`src/hw/rtl/lmd_pkg.sv`:
```
package lmd_pkg;

  // Field widths fixed by the item format.
  localparam int ID_W    = 10;  // node and community labels
  localparam int WGT_W   = 32;  // Q16.16 edge weight or node degree
  localparam int SUM_W   = 42;  // saturating sums and community degrees
  localparam int STAMP_W = 16;  // generation stamp of a link-weight sum
  localparam int RES_W   = 24;  // Q8.16 resolution
  localparam int INV_W   = 32;  // Q0.32 reciprocal of twice the total weight
  localparam int SCORE_W = 64;  // signed Q.16 score
  localparam int ACT_W   = 3;
  localparam int CFG_IDX_W  = 1;
  localparam int CFG_DATA_W = 32;

  // Default sizes.
  localparam int DEF_MAX_NODES    = 1024;
  localparam int DEF_MAX_NBR_COMM = 64;

  // Actions carried in the input user field.
  localparam logic [ACT_W-1:0] ACT_LOAD   = 3'd0;
  localparam logic [ACT_W-1:0] ACT_BEGIN  = 3'd1;
  localparam logic [ACT_W-1:0] ACT_EDGE   = 3'd2;
  localparam logic [ACT_W-1:0] ACT_FINISH = 3'd3;
  localparam logic [ACT_W-1:0] ACT_READ   = 3'd4;

  // Configuration register indexes.
  localparam logic [CFG_IDX_W-1:0] CFG_RESOLUTION = 1'b0;
  localparam logic [CFG_IDX_W-1:0] CFG_INV_2M     = 1'b1;

  localparam logic [RES_W-1:0]   RES_RESET = 24'h010000;
  localparam logic [STAMP_W-1:0] STAMP_MAX = 16'hFFFF;

endpackage

```
`src/hw/rtl/lmd_score.sv`:
```
module lmd_score import lmd_pkg::*; (
  input  logic                      clk,
  input  logic                      rst,
  input  logic                      start,
  input  logic [RES_W-1:0]          res,
  input  logic [WGT_W-1:0]          deg,
  input  logic [SUM_W-1:0]          cdeg,
  input  logic [INV_W-1:0]          inv,
  input  logic [SUM_W-1:0]          weight,
  output logic                      busy,
  output logic                      done,
  output logic signed [SCORE_W-1:0] score
);

  // Penalty res*deg*cdeg*inv is formed in three chained products, each
  // one byte of the multiplier per cycle, most significant byte first.
  localparam logic [2:0] P_IDLE = 3'd0;
  localparam logic [2:0] P_M1   = 3'd1;
  localparam logic [2:0] P_M2   = 3'd2;
  localparam logic [2:0] P_M3   = 3'd3;
  localparam logic [2:0] P_DONE = 3'd4;

  logic [2:0]       phase;
  logic [97:0]      a_reg;
  logic [47:0]      b_reg;
  logic [2:0]       cnt;
  logic [129:0]     acc;
  logic [129:0]     acc_next;
  logic [105:0]     prod;
  logic [SUM_W-1:0] cdeg_l;
  logic [INV_W-1:0] inv_l;
  logic [SUM_W-1:0] weight_l;
  logic [62:0]      pen;

  assign prod     = 106'(a_reg) * 106'(b_reg[47:40]);
  assign acc_next = {acc[121:0], 8'h00} + 130'(prod);

  always_ff @(posedge clk) begin
    if (rst) begin
      phase <= P_IDLE;
    end else begin
      case (phase)
        P_IDLE: begin
          if (start) begin
            a_reg    <= 98'(deg);
            b_reg    <= {res, 24'h000000};
            cnt      <= 3'd3;
            acc      <= '0;
            cdeg_l   <= cdeg;
            inv_l    <= inv;
            weight_l <= weight;
            phase    <= P_M1;
          end
        end
        P_M1, P_M2, P_M3: begin
          acc   <= acc_next;
          b_reg <= {b_reg[39:0], 8'h00};
          cnt   <= cnt - 3'd1;
          if (cnt == 3'd1) begin
            case (phase)
              P_M1: begin
                a_reg <= acc_next[97:0];
                b_reg <= {6'b000000, cdeg_l};
                cnt   <= 3'd6;
                acc   <= '0;
                phase <= P_M2;
              end
              P_M2: begin
                a_reg <= acc_next[97:0];
                b_reg <= {inv_l, 16'h0000};
                cnt   <= 3'd4;
                acc   <= '0;
                phase <= P_M3;
              end
              default: begin
                phase <= P_DONE;
              end
            endcase
          end
        end
        P_DONE: begin
          phase <= P_IDLE;
        end
        default: begin
          phase <= P_IDLE;
        end
      endcase
    end
  end

  // The penalty is the product over 2^64, saturated at 2^62.
  assign pen   = (|acc[129:126]) ? {1'b1, 62'h0} : {1'b0, acc[125:64]};
  assign score = $signed({22'h0, weight_l}) - $signed({1'b0, pen});
  assign busy  = (phase != P_IDLE);
  assign done  = (phase == P_DONE);

endmodule
```
`config.mk`:
```
export PLATFORM = sky130hd
export DESIGN_NAME = lmd_score
export DESIGN_NICKNAME = d
export VERILOG_FILES = /design/src/hw/rtl/lmd_pkg.sv /design/src/hw/rtl/lmd_score.sv
export SDC_FILE = /design/constraint.sdc
export NUM_CORES = 2
export LEC_CHECK = 0
export BUFFER_PORTS_ARGS = -buffer_cell sky130_fd_sc_hd__buf_2
export CAP_MARGIN = 10
export CELL_PAD_IN_SITES_DETAIL_PLACEMENT = 2
export CELL_PAD_IN_SITES_GLOBAL_PLACEMENT = 2
export CORE_UTILIZATION = 41
export DETAILED_ROUTE_END_ITERATION = 10
export GPL_TIMING_DRIVEN = 0
export PLACE_DENSITY_LB_ADDON = 0.1
export SYNTH_ARGS = -nofsm -noshare
export SYNTH_HDL_FRONTEND = slang
export SYNTH_SLANG_ARGS = --single-unit
```
`constraint.sdc`:
```
create_clock -name clk -period 23.7 [get_ports clk]
set_input_delay 0 -clock clk [delete_from_list [all_inputs] [get_ports clk]]
set_output_delay 0 -clock clk [all_outputs]
set_load 0.1 [all_outputs]
```
==> results.ini <==
[clocking]
cts_tree=done
holdBufCountCts=253
cts_sinks=398
clockBufferDepth=3
clk_pin_slew_ps=70
ctsResizeCount=0
numCtsBuffers=54
cts_setup_buffers=0
htree_num_levels=2
clkLatencyLatePin_ps=740
clock_tree.root_cell=sky130_fd_sc_hd__clkbuf_16

[floorplan]
row_count=122
initial_core_util_pct=41.4
dieHeight_um=337
floorplan.io_pins=241
fp.dieArea_um2=113000
die-width_um=337
core_region_area_um2=111000

[sta]
setup_ws_ps=13250
finalSetupViolations=0
relSlewSlack_pct=2.62
min_period_over_period_pct=44.1
finClkSkew_ps=105
tightestPinTransition_ps=1460
setup_tns_ps=0
final_period_demand_of_the_worst_path_ps=10450
unrepaired_setup_endpoints_after_global_routing=false
max_freq_mhz=95.7
slew_violations=0
finalHoldViolations=0

[synth]
synth_top_area_cell=sky130_fd_sc_hd__fa_1
ranking_of_synthesized_cells_by_area=sky130_fd_sc_hd__fa_1 (29%), sky130_fd_sc_hd__edfxtp_1 (26%), sky130_fd_sc_hd__and2_1 (8.3%), sky130_fd_sc_hd__inv_1 (5.9%), sky130_fd_sc_hd__ha_1 (4.9%)
mappedNetlistNets=5849
postSynth.asyncResetShare_pct=0
synth_warnings=0
yosysTopAreaCellShare_pct=29.4
synth.yosys.seq_area_share_pct=26.0
post_synth_inst_count=4822
synth_area_um2=45900
synth-edff-count=395
synth.lib_cells_used.distinct=78
synth_seq_cells=398
post_synth.cell_area_avg_um2=9.52
synth_flop_cell=sky130_fd_sc_hd__edfxtp_1

[critical_path]
worst_setup_path_end_kind=flop
path_cells=clkbuf_1, clkbuf_1, nand2_1, fa_1, fa_1, inv_1, fa_1, inv_1, fa_1, inv_1, ha_1, and3_1, a221oi_1, o21ai_0, a41o_1, a31oi_1, o31a_1, o21ai_1, a21boi_0, clkbuf_1, o21ai_0, a21oi_1
critical-path-max-stage-delay_ps=1040
critical-path-slowest-cell=sky130_fd_sc_hd__edfxtp_1
critPathLaunchType=flop
path_class=flop to flop
worst-endpoint-arrival_ps=10970
worst_path_most_repeated_cell=sky130_fd_sc_hd__fa_1
critPathMaxFanout=10
timing.critical_path.required_ps=24220

[grt]
use_met1_pct=48.7
use_met2_pct=64.3
globalRouteTotalUtil_pct=39.1
grtUsageMet3_pct=7.30
pin_count_of_the_biggest_net_entering_global_routing=52
grt_remaining_overflow=0
grt_pass1_wl_um=321000
antenna_found_initial=30
first_global_vias=46300
busiest_layer=met2

[routing]
drtAntennaViolNets=0
post_detailed_routing_wire_length_um=227000
detail_route.vias_per_cell=5.98
post_drt_wl_per_cell_um=32.6
iter_0_drt_violations=3671
detail_route.first_pass.iterations=5
vias=41700
remaining_drc_errors=0

[place]
detailed_place_hpwl_um=156000
post-place-ws_ps=13620
numPortBuffers=240
gp_congestion=0.950

[cells_and_area]
fin_nets=6436
layout-drive-gt1-share_pct=7.19
largest_reg_flops=130
synthToLayoutAreaGrowth_pct=17.5

[outcome]
status=finished clean

[job]
maxCapViolations=0

[min_path]
min-delay-path-class=primary input to flop

## synth_stat cells, types with 19 or more instances
cell type                    n
sky130_fd_sc_hd__a22oi_1    28
sky130_fd_sc_hd__xor2_1     61
sky130_fd_sc_hd__nand4_1    59
sky130_fd_sc_hd__clkbuf_1  210
sky130_fd_sc_hd__o21bai_1   27
sky130_fd_sc_hd__nor2_1    293
sky130_fd_sc_hd__nand3_1    53
sky130_fd_sc_hd__a21o_1     66
sky130_fd_sc_hd__fa_1      674
sky130_fd_sc_hd__inv_1     724
sky130_fd_sc_hd__ha_1      178
sky130_fd_sc_hd__nor3_1     57
sky130_fd_sc_hd__a31oi_1    19
sky130_fd_sc_hd__xnor2_1    83
sky130_fd_sc_hd__or3_1      21
sky130_fd_sc_hd__o21ai_0   182
sky130_fd_sc_hd__and3_1     53
sky130_fd_sc_hd__a21oi_1   242
sky130_fd_sc_hd__and2_1    607
sky130_fd_sc_hd__nand2_1   513
sky130_fd_sc_hd__edfxtp_1  395
## through the flow
stage / utilization [%] / cells / cell area (µm²) / hold slack (ps)
5_1_grt: 48.6 / 6950 / 53900 / 29.4
3_5_place_dp: 44.6 / 6585 / 49400 / 179
6_report: 48.7 / 6975 / 54000 / 11.7
2_1_floorplan: - / 4822 / 45900 / 76.8
3_3_place_gp: 44.2 / 6550 / 49000 / 176
4_1_cts: 48.6 / 6938 / 53800 / 0.490
## layout make-up
| class | count | area [µm²] |
|---|---|---|
| inverter | 724 | 2720 |
| fill | 11700 | 56900 |
| timing repair buffer | 531 | 4210 |
| sequential | 398 | 11900 |
| antenna | 34 | 85.1 |
| multi-input combinational | 3482 | 30500 |
| clock buffer | 63 | 1390 |
| buffer | 218 | 831 |
| tap | 1488 | 1860 |
| clock inverter | 37 | 460 |
## cell usage in the layout (no fill, tap or decap), drive strengths merged, types with 17 or more instances in the layout
| master | netlist | layout |
|---|---|---|
| inv | 724 | 724 |
| fa | 674 | 674 |
| and2 | 608 | 608 |
| nand2 | 514 | 514 |
| edfxtp | 395 | 395 |
| nor2 | 293 | 293 |
| buf | 7 | 284 |
| clkbuf | 211 | 274 |
| dlygate4sd3 | 0 | 254 |
| a21oi | 243 | 243 |
| o21ai | 185 | 185 |
| ha | 178 | 178 |
| xnor2 | 83 | 83 |
| a21o | 66 | 66 |
| xor2 | 61 | 61 |
| nand4 | 59 | 59 |
| nor3 | 57 | 57 |
| nand3 | 53 | 53 |
| and3 | 53 | 53 |
| diode | 0 | 34 |
| a22oi | 28 | 28 |
| o21bai | 27 | 27 |
| clkinv | 0 | 25 |
| or3 | 22 | 22 |
| a31oi | 19 | 19 |
| nand2b | 18 | 18 |
| o21a | 17 | 17 |
## final timing paths
kind | startpoint | to | slack, ps | cells after the start
worst max-delay path | b_reg[44]$_DFFE_PP_ | acc[112]$_SDFFCE_PP0P_ | 13250 | 22
worst min-delay path | inv[8] | inv_l[8]$_DFFE_PP_ | 10 | 2
worst min register to register | cdeg_l[9]$_DFFE_PP_ | b_reg[9]$_SDFFCE_PP0P_ | 590 | 1
worst max register to register | b_reg[44]$_DFFE_PP_ | acc[112]$_SDFFCE_PP0P_ | 13250 | 22
## critical path, delay by kind of cell (launching register included)
family          cells  cell delay [ps]
compound gates      9             3820
buf+inv             6             2640
fa+ha+maj           5             2350
flops               1             1040
simple gates        2              340
## per-layer routing
layer	vias up	wire length, µm
met3	768	18300
met5	-	34
met1	21700	86600
met4	4	14900
met2	2367	108000
li1	16800	-
## kinds of logic (layout without fill, tap and decap cells)
family | count (synthesis) | count (layout) | share of synthesized area (%)
buf+inv | 942 | 1573 | 7.71
mux | 4 | 4 | 0.0872
xor+xnor | 144 | 144 | 2.75
fa+ha+maj | 852 | 852 | 34.2
compound gates | 735 | 735 | 10.0
flops | 398 | 398 | 26.0
other cells | 0 | 34 | 0
simple gates | 1747 | 1747 | 19.3
Power is not shown: default switching activity piles up to over one toggle a cycle in this logic, so the estimate is an artifact.
