==> config.mk <==
export PLATFORM = sky130hd
export DESIGN_NAME = lmd_ram
export DESIGN_NICKNAME = d
export VERILOG_FILES = /design/src/hw/rtl/lmd_ram.sv
export SDC_FILE = /design/constraint.sdc
export NUM_CORES = 1
export LEC_CHECK = 0
export BUFFER_PORTS_ARGS = -buffer_cell sky130_fd_sc_hd__clkbuf_2
export CAP_MARGIN = 40
export CORE_MARGIN = 3
export CORE_UTILIZATION = 30
export CTS_BUF_LIST = sky130_fd_sc_hd__clkbuf_8
export CTS_CLUSTER_SIZE = 16
export DETAILED_ROUTE_END_ITERATION = 8
export SETUP_SLACK_MARGIN = 0.05
export SLEW_MARGIN = 0
export SYNTH_ARGS = -nofsm -noshare
export SYNTH_HDL_FRONTEND = slang
export SYNTH_SLANG_ARGS = --single-unit
==> constraint.sdc <==
create_clock -name clk -period 3.1 [get_ports clk]
set_clock_uncertainty 0.2 [all_clocks]
set_input_delay 0.31 -clock clk [delete_from_list [all_inputs] [get_ports clk]]
set_output_delay 0.31 -clock clk [all_outputs]
set_load 0.01 [all_outputs]
==> src/hw/rtl/lmd_ram.sv <==
module lmd_ram #(
  parameter int WIDTH = 8,
  parameter int DEPTH = 16
) (
  input  logic                                   clk,
  input  logic                                   we,
  input  logic [((DEPTH > 1) ? $clog2(DEPTH) : 1)-1:0] waddr,
  input  logic [WIDTH-1:0]                       wdata,
  input  logic [((DEPTH > 1) ? $clog2(DEPTH) : 1)-1:0] raddr,
  output logic [WIDTH-1:0]                       rdata
);

  logic [WIDTH-1:0] mem [DEPTH];

  always_ff @(posedge clk) begin
    if (we) begin
      mem[waddr] <= wdata;
    end
    rdata <= mem[raddr];
  end

endmodule

==> flow_summary.toml, run 1 <==
[sta]
worstMarginPinSlew_ns = 0.833
setup_violations = 0
min_period_over_period_pct = 49.2
finalCriticalPeriod_ns = 1.52
final_max_slew_viol_count = 0
grt_setup_unrepaired = "false"
hold_viol_final = 0
fin_tns_setup_ns = 0
max_freq_mhz = 656
max_slew_margin_pct = 44.4
hold_ws_ns = 0.0887
setup_ws_ns = 1.58

[grt]
track_usage_pct = 11.9
grt_pass1_wl_mm = 15.4
antenna_found_initial = 0
grt_pass1_vias = 2503
grt_max_degree = 33
globalRouteOverflowTotal = 0

[min_path]
hold_path_end = "mem[11][2]$_DFFE_PP_"
hp-class = "input port to flop"
hold_depth = 1
min_from = "wdata[2]"

[synth]
synth_mux_area_share_pct = 15.0
yosysSeqAreaShare_pct = 77.8
ys_ff_latch = 136
synthAdderAreaFrac_pct = 0
synth_fp_nets = 247
ys_warn_count = 0
synth.distinct_cells = 19
synth_cells = 229
avgSynthCellArea_um2 = 22.5
synth_top_family_by_area = "multiplexers"
synth_xor_area_share_pct = 0
synth_compound_area_share_pct = 2.33
syn-cell-area_um2 = 5150
synth-simple-area-share_pct = 3.18

[flow_run]
maxCapViolCount = 0

[setup_path]
r2r-start = "mem[9][1]$_DFFE_PP_"
crit_path_end_kind = "flop"
crit_type = "flop to flop"
crit_arrival_ns = 1.64
crit_path_top_delay_cell = "mux4_1"
cp-start-kind = "flop"
r2r_setup_slack_ns = 1.58
rr_worst_depth = 3
max_stage_delay_ns = 0.50
path_cells = "mux4_1 -> a22oi_1 -> nand2_1"
crit_buf_inv = 0
r2r_end = "rdata[1]$_DFF_P_"
required_ns = 3.21
critical-path-top-delay-family = "multiplexers"
cp_max_fo = 1

[cts]
cts.repair.resized = 0
cts-root-buf = "clkbuf_8"
cts_buffers = 17
clockBufferDepth = 2
postCtsSetupBuffers = 0
worst_skew_pair.late_latency_ns = 0.43
cts_hold_buf = 0
htreeDepth = 4
clkTransAtPathRegs_ns = 0.07
cts_tree = "built"
clock-sinks = 136

[pwr]
seqPwrFrac_pct = 59.6
ir_worst_vdd_v = 0.000310
powerDensity_nw_per_um2 = 584
pwr-share-clk_pct = 35.0
total_power_mw = 3.47
intPower_mw = 2.74
p_sw_share_pct = 21.1
pwr-share-comb_pct = 5.4
power_switching_uw = 731
leakage_nw = 1.99

[final_layout]
num-nets-final = 300
final_cell_area_um2 = 5940
layout_common_cells = "128 x edfxtp_1, 25 x clkbuf_2, 18 x mux4_2, 18 x buf_4, 17 x clkbuf_8"
n_fill_cell = 1609
final_core_util_pct = 35.6
drive_above_1_share_pct = 30.5
n_antenna_cell = 0
layout_commonest_cell = "edfxtp_1"
area_growth_pct = 15.5
stdcell_count = 515

[floorplan]
start_util_pct = 30.8
dieWidth_um = 137
core-area_um2 = 16700
rows = 47
die_h_um = 137
io-pin-count = 26
dieArea_um2 = 18800

[place]
post-place-cells = 483
gp_congestion = 0.697
numPortBuffers = 25
place_area_um2 = 5620
dpl_worst_slack_ns = 1.13
hpwl_mm = 6.34

[routing]
firstDrtPassIters = 4
routed_via_density = 4.63
drt-initial-drc-count = 333
vias = 2386
wl_per_cell_um = 19.4
wirelength_mm = 10.0
route.detailed.drc = 0
ant_nets = 0

[run_status]
status = "finished clean"
==> routing by layer <==
metal | share of wire, % | track usage [%] | up-vias
met5 | 0 | 0 | -
met1 | 45 | 16.0 | 1228
met3 | 5.7 | 3.90 | 15
met4 | 1.7 | 4.49 | 0
met2 | 48 | 17.9 | 66
li1 | - | - | 1077
==> synthesized netlist by cell type <==
| library cell | number | area (um^2) |
|---|---|---|
| a22oi_1 | 16 | 120 |
| and2_1 | 1 | 6.26 |
| and2b_1 | 1 | 7.51 |
| buf_2 | 3 | 15.0 |
| buf_4 | 1 | 7.51 |
| buf_6 | 3 | 33.8 |
| clkdlybuf4s25_2 | 3 | 30.0 |
| dfxtp_1 | 8 | 160 |
| edfxtp_1 | 128 | 3840 |
| mux4_1 | 14 | 368 |
| mux4_2 | 18 | 405 |
| nand2_1 | 9 | 33.8 |
| nand2b_1 | 2 | 12.5 |
| nand3_1 | 1 | 5.00 |
| nand3b_1 | 2 | 15.0 |
| nor2_1 | 13 | 48.8 |
| nor2b_1 | 1 | 6.26 |
| nor3_1 | 4 | 20.0 |
| or3b_2 | 1 | 8.76 |
==> worst reg2reg max path: stages (launching register included) <==
cell,delay [ns]
edfxtp_1,0.36
mux4_1,0.50
a22oi_1,0.27
nand2_1,0.08
==> power by group through the flow <==
stage / clock network [mW] / registers, mW / logic (mW)
3_3_place_gp: 0 / 2.11 / 0.186
5_1_grt: 1.34 / 2.07 / 0.206
4_1_cts: 1.25 / 2.07 / 0.192
6_report: 1.21 / 2.07 / 0.187
2_1_floorplan: 0 / 2.11 / 0.104
3_5_place_dp: 0 / 2.11 / 0.192
==> sequential cells by signal, summed over array words and instances, names as in the netlist <==
| signal | flops |
|---|---|
| rdata | 8 |
| mem | 128 |
==> cell type report <==
cell class	count	area (um^2)	share of cell area [%]
Clock buffer	17	234	3.94
Clock inverter	15	93.8	1.58
Multi-Input combinational cell	83	1060	17.8
Sequential cell	136	4000	67.4
Tap cell	220	275	4.63
Timing Repair Buffer	44	280	4.71
==> worst max path at each step <==
stage | startpoint | endpoint | slack, ns | depth (start not counted)
global route | mem[10][5]$_DFFE_PP_ | rdata[5]$_DFF_P_ | 1.46 | 3
detailed placement | raddr[0] | rdata[1]$_DFF_P_ | 1.13 | 5
global placement | waddr[0] | mem[14][7]$_DFFE_PP_ | 1.13 | 3
finish | mem[9][1]$_DFFE_PP_ | rdata[1]$_DFF_P_ | 1.58 | 3
floorplan | waddr[2] | mem[0][0]$_DFFE_PP_ | 1.10 | 2
CTS | rdata[6]$_DFF_P_ | rdata[6] | 1.51 | 1
==> logic make-up after synthesis <==
kind of cell,Yosys count
flops,136
mux,32
compound gates,16
buf+inv,10
simple gates,35
Note: power is estimated with default switching activity, not from simulation.
==> inputs of run 2 (changes only) <==
==> constraint.sdc (replaced) <==
create_clock -name clk -period 1.3 [get_ports clk]
set_clock_uncertainty 0.2 [all_clocks]
set_input_delay 0.13 -clock clk [delete_from_list [all_inputs] [get_ports clk]]
set_output_delay 0.13 -clock clk [all_outputs]
set_load 0.01 [all_outputs]
==> run 2 against run 1 <==
Effect of this change: the flow now finishes with violations (hold timing, setup timing); count of clock-buffer cells in the layout is 2 higher; via count is 3.4% higher; die area stayed put; final cell count is 4.7% higher; first-iteration DRC count is 49% lower; register-to-register slack worse by 1.7 ns; setup slack worse by 1.7 ns; critical path depth stayed put; power is 150% higher; cell area is 8.8% higher; global-route usage hardly changed; critical path type unchanged; critical endpoint is now rdata[0]$_DFF_P_; largest cell class unchanged; highest routed layer unchanged.
==> flow_summary.toml, run 2 (synthesis results as in run 1) <==
[final_layout]
layout_common_cells = "128 x edfxtp_1, 32 x mux4_2, 20 x clkbuf_2, 20 x buf_4, 19 x clkbuf_8"
stdcell_count = 539
n_antenna_cell = 0
regMostFlops = "mem"
area_growth_pct = 25.7
layout_commonest_cell = "edfxtp_1"
largestRegisters = "mem: 128 flops, rdata: 8 flops"
num-nets-final = 325
drive_above_1_share_pct = 47.3
largest_register_ffs = 128

[min_path]
hp-class = "input port to flop"
min_from = "raddr[2]"

[floorplan]
io-pin-count = 26
dieArea_um2 = 18800
core-area_um2 = 16700
rows = 47
dieWidth_um = 137
start_util_pct = 30.8
die_h_um = 137

[grt]
globalRouteOverflowTotal = 0
grt_max_degree = 23
antenna_found_initial = 0
grt_pass1_wl_mm = 15.4
grt_pass1_vias = 2613
track_usage_pct = 11.9

[place]
numPortBuffers = 25
gp_congestion = 0.712
post-place-cells = 499
hpwl_mm = 6.90

[sta]
finalCriticalPeriod_ns = 1.45
fin_tns_setup_ns = -0.956
max_freq_mhz = 690
max_slew_margin_pct = 39.4
setup_violations = 8
hold_ws_ns = -0.0301
grt_setup_unrepaired = "true"
hold_viol_final = 1
min_period_over_period_pct = 112
setup_ws_ns = -0.150
worstMarginPinSlew_ns = 0.906
final_max_slew_viol_count = 0

[cts]
cts_buffers = 17
cts-root-buf = "clkbuf_8"
htreeDepth = 4
worst_skew_pair.late_latency_ns = 0.43
clockBufferDepth = 2
clkTransAtPathRegs_ns = 0.07
clock-sinks = 136
cts_tree = "built"
postCtsSetupBuffers = 0

[routing]
wl_per_cell_um = 18.9
drt-initial-drc-count = 171
route.detailed.drc = 0
firstDrtPassIters = 4
wirelength_mm = 10.2
ant_nets = 0
vias = 2467
routed_via_density = 4.58

[setup_path]
cp_max_fo = 1
r2r_setup_slack_ns = -0.15
rr_worst_depth = 3
crit_type = "flop to flop"
path_cells = "mux4_2 -> a22oi_2 -> nand2_1"
required_ns = 1.42
r2r_end = "rdata[0]$_DFF_P_"
crit_path_end_kind = "flop"
worstSetupEndpoint = "rdata[0]$_DFF_P_"
max_stage_delay_ns = 0.48
critical-path-top-delay-family = "multiplexers"
crit_arrival_ns = 1.57
cp-start-kind = "flop"
worstSetupPathDepth = 3
crit_buf_inv = 0
crit_path_top_delay_cell = "mux4_2"
r2r-start = "mem[0][0]$_DFFE_PP_"
startpoint = "mem[0][0]$_DFFE_PP_"

[pwr]
total_power_mw = 8.55
powerDensity_nw_per_um2 = 1320
ir_worst_vdd_v = 0.000675
leakage_nw = 2.12

[run_status]
violations = "hold timing, setup timing"
status = "finished with violations"

[flow_run]
maxCapViolCount = 0
-- run 2: cell types whose count changed in the layout (fill, tap and decap cells not counted), sizes merged --
cell / before / now
buf: 19 / 41
clkbuf: 42 / 39
clkinv: 13 / 7
clkinvlp: 0 / 2
dlygate4sd3: 0 / 8
inv: 1 / 2
-- run 2: timing repair --
action / CTS / global route
endpoints found under the hold margin: 128 / 0
gates resized for setup: 13 / 14
setup endpoints to repair: 13 / 14
hold buffers: 8 / 0
pin swaps: 4 / 0
-- run 2: worst min path at each step --
stage                               end  slack, ns  cells past startpoint
finish                 rdata[3]$_DFF_P_      -0.03                      4
global route           rdata[3]$_DFF_P_       0.04                      4
floorplan           mem[0][0]$_DFFE_PP_       0.03                      0
detailed placement             rdata[2]       0.32                      1
global placement               rdata[7]       0.32                      1
CTS                 mem[4][4]$_DFFE_PP_       0.07                      4
-- run 2: per-stage QoR --
stage	instance area (um^2)	utilization (%)	setup WS [ns]
6_report	6470	38.7	-0.150
4_1_cts	6410	38.4	-0.169
5_1_grt	6470	38.7	-0.204
3_5_place_dp	5940	35.6	-0.500
2_1_floorplan	5200	-	-0.133
3_3_place_gp	5940	35.6	-0.496
-- run 2: final cells by class --
class	instances	area (um^2)
fillers	1543	10200
flip-flops and latches	136	4010
multi-input cells	83	1130
repair buffers	69	701
well taps	220	275
clock buffers	19	262
clock inverters	12	86.3
-- run 2: worst register-to-register path, stage by stage (launching register included) --
cell,delay [ns]
edfxtp_1,0.37
mux4_2,0.48
a22oi_2,0.22
nand2_1,0.07
-- run 2: power by group --
part	internal [mW]	total (mW)	switching (mW)
registers	4.90	4.94	0.0379
logic	0.302	0.605	0.303
clock network	1.55	3.00	1.45
total	6.76	8.55	1.79
-- run 2: metal layers --
layer	track usage (%)	vias to the layer above	share of wire, %
met4	5.10	0	1.3
met1	15.5	1281	42
li1	-	1108	-
met5	0	-	0
met3	3.71	13	6.6
met2	18.4	65	50
